$ cat src/pcs_pkg.sv
// Package for the percentile contrast stretch unit.
// Holds shared constants, types and the operation codes; no dependencies.
package pcs_pkg;

  localparam int unsigned CountBitsDef = 22;
  localparam int unsigned Bins = 256;
  localparam int unsigned PctW = 7;
  localparam int unsigned PixW = 8;
  localparam int unsigned CfgIdxW = 1;

  typedef enum logic [CfgIdxW-1:0] {
    CFG_LOW_PCT  = 1'b0,
    CFG_HIGH_PCT = 1'b1
  } cfg_idx_e;

  typedef enum logic {
    OP_HIST    = 1'b0,
    OP_STRETCH = 1'b1
  } op_e;

  typedef enum logic [2:0] {
    ST_RUN,
    ST_RMW,
    ST_WALK_RD,
    ST_WALK,
    ST_DIV
  } back_state_e;

  typedef struct packed {
    logic            op;
    logic [PixW-1:0] r;
    logic [PixW-1:0] g;
    logic [PixW-1:0] b;
    logic            fe;
  } item_t;

endpackage

$ cat src/pcs_queue.sv
// Two-entry queue between the front and the back of the unit.
// Depends on pcs_pkg for the item type.
module pcs_queue (
  input  logic           clk_i,
  input  logic           rst_ni,
  input  logic           push_i,
  input  pcs_pkg::item_t data_i,
  output logic           full_o,
  input  logic           pop_i,
  output logic           empty_o,
  output pcs_pkg::item_t data_o
);
  import pcs_pkg::*;

  item_t       mem_q [2];
  logic        wr_q, rd_q;
  logic [1:0]  cnt_q;

  assign full_o  = cnt_q == 2'd2;
  assign empty_o = cnt_q == 2'd0;
  assign data_o  = mem_q[rd_q];

  always_ff @(posedge clk_i) begin
    if (push_i) begin
      mem_q[wr_q] <= data_i;
    end
  end

  always_ff @(posedge clk_i or negedge rst_ni) begin
    if (!rst_ni) begin
      wr_q <= 1'b0;
      rd_q <= 1'b0;
      cnt_q <= 2'd0;
    end else begin
      if (push_i) wr_q <= ~wr_q;
      if (pop_i) rd_q <= ~rd_q;
      cnt_q <= cnt_q + {1'b0, push_i} - {1'b0, pop_i};
    end
  end

`ifndef SYNTH
  a_no_overflow: assert property (@(posedge clk_i) disable iff (!rst_ni)
    full_o |-> !push_i) else $error("queue overflow");
  a_no_underflow: assert property (@(posedge clk_i) disable iff (!rst_ni)
    empty_o |-> !pop_i) else $error("queue underflow");
  a_cnt_range: assert property (@(posedge clk_i) disable iff (!rst_ni)
    cnt_q != 2'd3) else $error("queue count out of range");
`endif

endmodule

$ cat config.mk
export PLATFORM = sky130hd
export DESIGN_NAME = pcs_queue
export DESIGN_NICKNAME = d
export VERILOG_FILES = /design/src/pcs_pkg.sv /design/src/pcs_queue.sv
export SDC_FILE = /design/constraint.sdc
export NUM_CORES = 1
export LEC_CHECK = 0
export ABC_CLOCK_PERIOD_IN_PS = 5700
export BUFFER_PORTS_ARGS = -buffer_cell sky130_fd_sc_hd__buf_2
export CORE_UTILIZATION = 55
export CTS_CLUSTER_SIZE = 30
export DETAILED_ROUTE_END_ITERATION = 7
export GPL_ROUTABILITY_DRIVEN = 0
export PLACE_DENSITY = 0.83
export SLEW_MARGIN = 30
export SYNTH_ARGS = -nofsm -noshare
export SYNTH_HDL_FRONTEND = slang
export SYNTH_SLANG_ARGS = --single-unit
$ cat constraint.sdc
create_clock -name clk_i -period 5.7 [get_ports clk_i]
set_input_delay 1.14 -clock clk_i [delete_from_list [all_inputs] [get_ports clk_i]]
set_output_delay 1.14 -clock clk_i [all_outputs]
set_load 0.1 [all_outputs]
### After elaboration in Yosys (flattened, before gate mapping)

Memory sizes are Yosys's and may differ from the RTL's.
Cells that the tools add are included.

| operators by class | value |
|---|---|
| $add $sub $neg | 2 |
| eq/ne operators | 1 |
| muxes and demuxes | 2 |
| bitwise gates (word level) | 2 |
| reductions and logical operators | 1 |

Operators by type and width:

| operator | count |
|---|---|
| $add A2 B1 Y2 | 1 |
| $eq A2 B2 Y1 const B | 1 |
| $logic_not A2 Y1 | 1 |
| $mux W1 | 2 |
| $not A1 Y1 | 2 |
| $sub A2 B1 Y2 | 1 |

| storage, ports and cells | value |
|---|---|
| flip-flop bits (word level) | 4 |
| memory bits (writable) | 52 |
| input bits | 30 |
| output and inout bits | 28 |
| logic and storage cells | 12 |
| memories | 1 |

Memory list:

| memory | words | width | rd ports | clocked after memory_dff | write ports | line | RTL |
|---|---|---|---|---|---|---|---|
| mem_q | 2 | 26 | 1 | 0 | 1 | pcs_queue.sv:15 | `item_t mem_q [2];` |

### Longest topological paths before layout

| depth | value |
|---|---|
| depth after elaboration | 2 |
| mapped depth | 5 |
| gate-level depth less buffers | 5 |

### Worst setup path after synthesis

No wires, ideal clock.

| path | value |
|---|---|
| kind | register -> output |
| start | register cnt_q[1] |
| end | output full_o |
| data arrival time | 1.722 ns |
| required time | 4.560 ns |
| slack | 2.838 ns |
| cell stages (with the launch flop) | 2 |
| buffers on the path | 0 |
| cell sequence | dfrtp_1 -> nor2b_1 |

| on the way | value |
|---|---|
| longest elaborated chain between the ends | 1 |

RTL lines:

| item | line | RTL |
|---|---|---|
| from (decl) | pcs_queue.sv:17 | `logic [1:0] cnt_q;` |
| from (signal assigned) | pcs_queue.sv:37 | `cnt_q <= cnt_q + {1'b0, push_i} - {1'b0, pop_i};` |
| $eq A2 B2 Y1 | pcs_queue.sv:19 | `assign full_o = cnt_q == 2'd2;` |
| to (decl) | pcs_queue.sv:8 | `output logic full_o,` |

Every way passes these cells.

==> results.py <==
metrics = {
    "outcome": {
        "status": "completed",
    },
    "cts": {
        "clkTransAtPathRegs_ps": 90,
        "ctsHoldBuffers": 0,
        "clockRootBuffer": "clkbuf_8",
        "tritoncts": "yes",
        "clock-sinks": 56,
        "clockBufferDepth": 2,
        "clkLatencyLatePin_ps": 300,
        "cts_buffers": 5,
        "h-tree-depth": 2,
        "cts_resized": 0,
        "post_cts_buffers": 0,
    },
    "floorplanning": {
        "core_area_sq_mm": 0.00372,
        "dieArea_sq_mm": 0.00421,
        "die_w_microns": 64.9,
        "initial_core_util": 0.585,
        "num_rows": 22,
        "io_pins": 58,
        "die_y_microns": 64.9,
    },
    "yosys": {
        "synth-seq-cells": 56,
        "syn_area_per_cell_sq_um": 22.6,
        "syn_inst": 96,
        "yosysSeqAreaShare": 0.765,
        "syn_nets": 128,
        "synth_warnings": 0,
        "netlist_area_sq_mm": 0.00217,
        "netlist-cell-type-count": 13,
    },
    "timing": {
        "fin_ws_ps": 2500,
        "rsz0062_at_grt": "false",
        "final_max_slew_viol_count": 0,
        "fin_crit_ps": 3200,
        "setup_viol": 0,
        "post-route-period-util": 0.562,
        "finalHoldViolCount": 0,
        "worst_slew_pin_slew_ps": 625,
        "setup_tns_ps": 0,
        "clock_skew_ps": 2.30,
        "clock.fmax_ghz": 0.312,
        "slew_headroom": 0.583,
    },
    "drt": {
        "vias": 1020,
        "wirelength_microns": 3130,
        "route.detailed.drc": 0,
        "ant_nets": 0,
        "drt_iter0_markers": 37,
        "wl_per_cell_microns": 15.0,
        "vias_per_cell": 4.90,
        "drt_pass1_iterations": 4,
    },
    "setup_path": {
        "slowest_stage": "dfrtp_1",
        "crit_end": "data_o[1]",
        "rrSetupSlack_ps": 4280,
        "cp-start-kind": "flip-flop",
        "arrival_ps": 2060,
        "worstSetupPathType": "reg2out",
        "crit_path_end_kind": "output pin",
        "r2r_cells": 2,
        "crit_chain": "buf_4, mux2_2, buf_2",
        "crit_required_ps": 4560,
        "crit_path_max_fanout": 16,
        "r2r-start": "wr_q",
        "startpoint": "rd_q",
        "reg2reg_to": "mem_q[0][21]",
        "max_stage_delay_ps": 710,
    },
    "place": {
        "dp.final_hpwl_microns": 2210,
        "io_buffer_count": 57,
        "place_area_sq_mm": 0.00249,
        "dp.cells": 200,
        "place_ws_ps": 2830,
    },
    "layout": {
        "drive_above_1_share": 0.594,
        "stdcell_area_sq_mm": 0.00260,
        "instances_no_fill": 208,
        "antenna_cells": 0,
        "nets": 191,
        "n_fill_cell": 251,
        "syn_to_final_growth_pct": 19.5,
    },
    "job": {
        "max_cap_viol_count": 0,
    },
    "grt": {
        "grt_pass1_vias": 993,
        "grt_overflow": 0,
        "grt_max_degree": 27,
        "track_usage": 0.157,
        "antenna_found_initial": 0,
        "grt_pass1_wl_microns": 4660,
    },
    "worst_hold_path": {
        "hold_path_class": "reg2reg",
        "hp-start": "wr_q",
    },
}
## synthesized netlist by cell type, drive strengths merged
cell,count,area [sq um]
edfxtp,52,1560
mux2,26,364
dfrtp,4,100
buf,3,51.3
ha,2,25.0
inv,2,7.51
nor2b,2,12.5
xor2,2,17.5
and2,1,6.26
nor2,1,3.75
xor3,1,23.8
## kinds of logic (layout without fill, tap and decap cells)
group	Yosys count	count (layout)	synth area share
DFF	56	56	0.765
muxes	26	26	0.168
buffers and inverters	5	69	0.0271
and+or+nand+nor	4	4	0.0104
xor gates and xnor gates	3	3	0.0190
adders and majority gates	2	2	0.0115
## sequential cells by signal, summed over array words and instances (netlist names)
name,flops
wr_q,1
mem_q,52
cnt_q,2
rd_q,1
## worst min path at each step
| stage | end | slack (ps) | depth (start not counted) |
|---|---|---|---|
| 2_1_floorplan | wr_q | 460 | 1 |
| 3_3_place_gp | wr_q | 490 | 1 |
| 3_5_place_dp | wr_q | 520 | 1 |
| 4_1_cts | wr_q | 530 | 1 |
| 5_1_grt | wr_q | 550 | 1 |
| 6_report | wr_q | 520 | 1 |
## area by class of cell
type | instances | area [sq um] | area share
Clock buffer | 5 | 68.8 | 0.0265
Timing Repair Buffer | 59 | 300 | 0.116
Sequential cell | 56 | 1660 | 0.640
Inverter | 2 | 7.51 | 0.00289
Tap cell | 48 | 60.1 | 0.0231
Multi-Input combinational cell | 35 | 457 | 0.176
Clock inverter | 3 | 42.5 | 0.0164
## critical path: cells and delay by family, from the launching register on
family	cells	cell delay, ps
buffers and inverters	2	680
DFF	1	710
muxes	1	370
## metal layers
metal | share of wire | vias up | GRT usage
met5 | 0 | - | 0
met4 | 0.0061 | 0 | 0.0583
met3 | 0.046 | 2 | 0.0440
met2 | 0.55 | 29 | 0.270
met1 | 0.40 | 494 | 0.188
li1 | - | 495 | -
## layout by cell type (no fill, tap or decap), drive strengths merged
cell / n
and2: 1
buf: 59
bufinv: 1
clkbuf: 5
clkinv: 1
clkinvlp: 1
dfrtp: 4
edfxtp: 52
ha: 2
inv: 2
mux2: 26
nor2: 1
nor2b: 2
xor2: 2
xor3: 1
## per-stage QoR
step,utilization,hold WS [ps]
3_3_place_gp,0.669,488
5_1_grt,0.699,551
3_5_place_dp,0.669,517
2_1_floorplan,-,455
4_1_cts,0.699,534
6_report,0.699,524
Power is left out: the tool's default activity adds up to more than one toggle a clock period on the data nets, which glitch-free logic cannot reach.
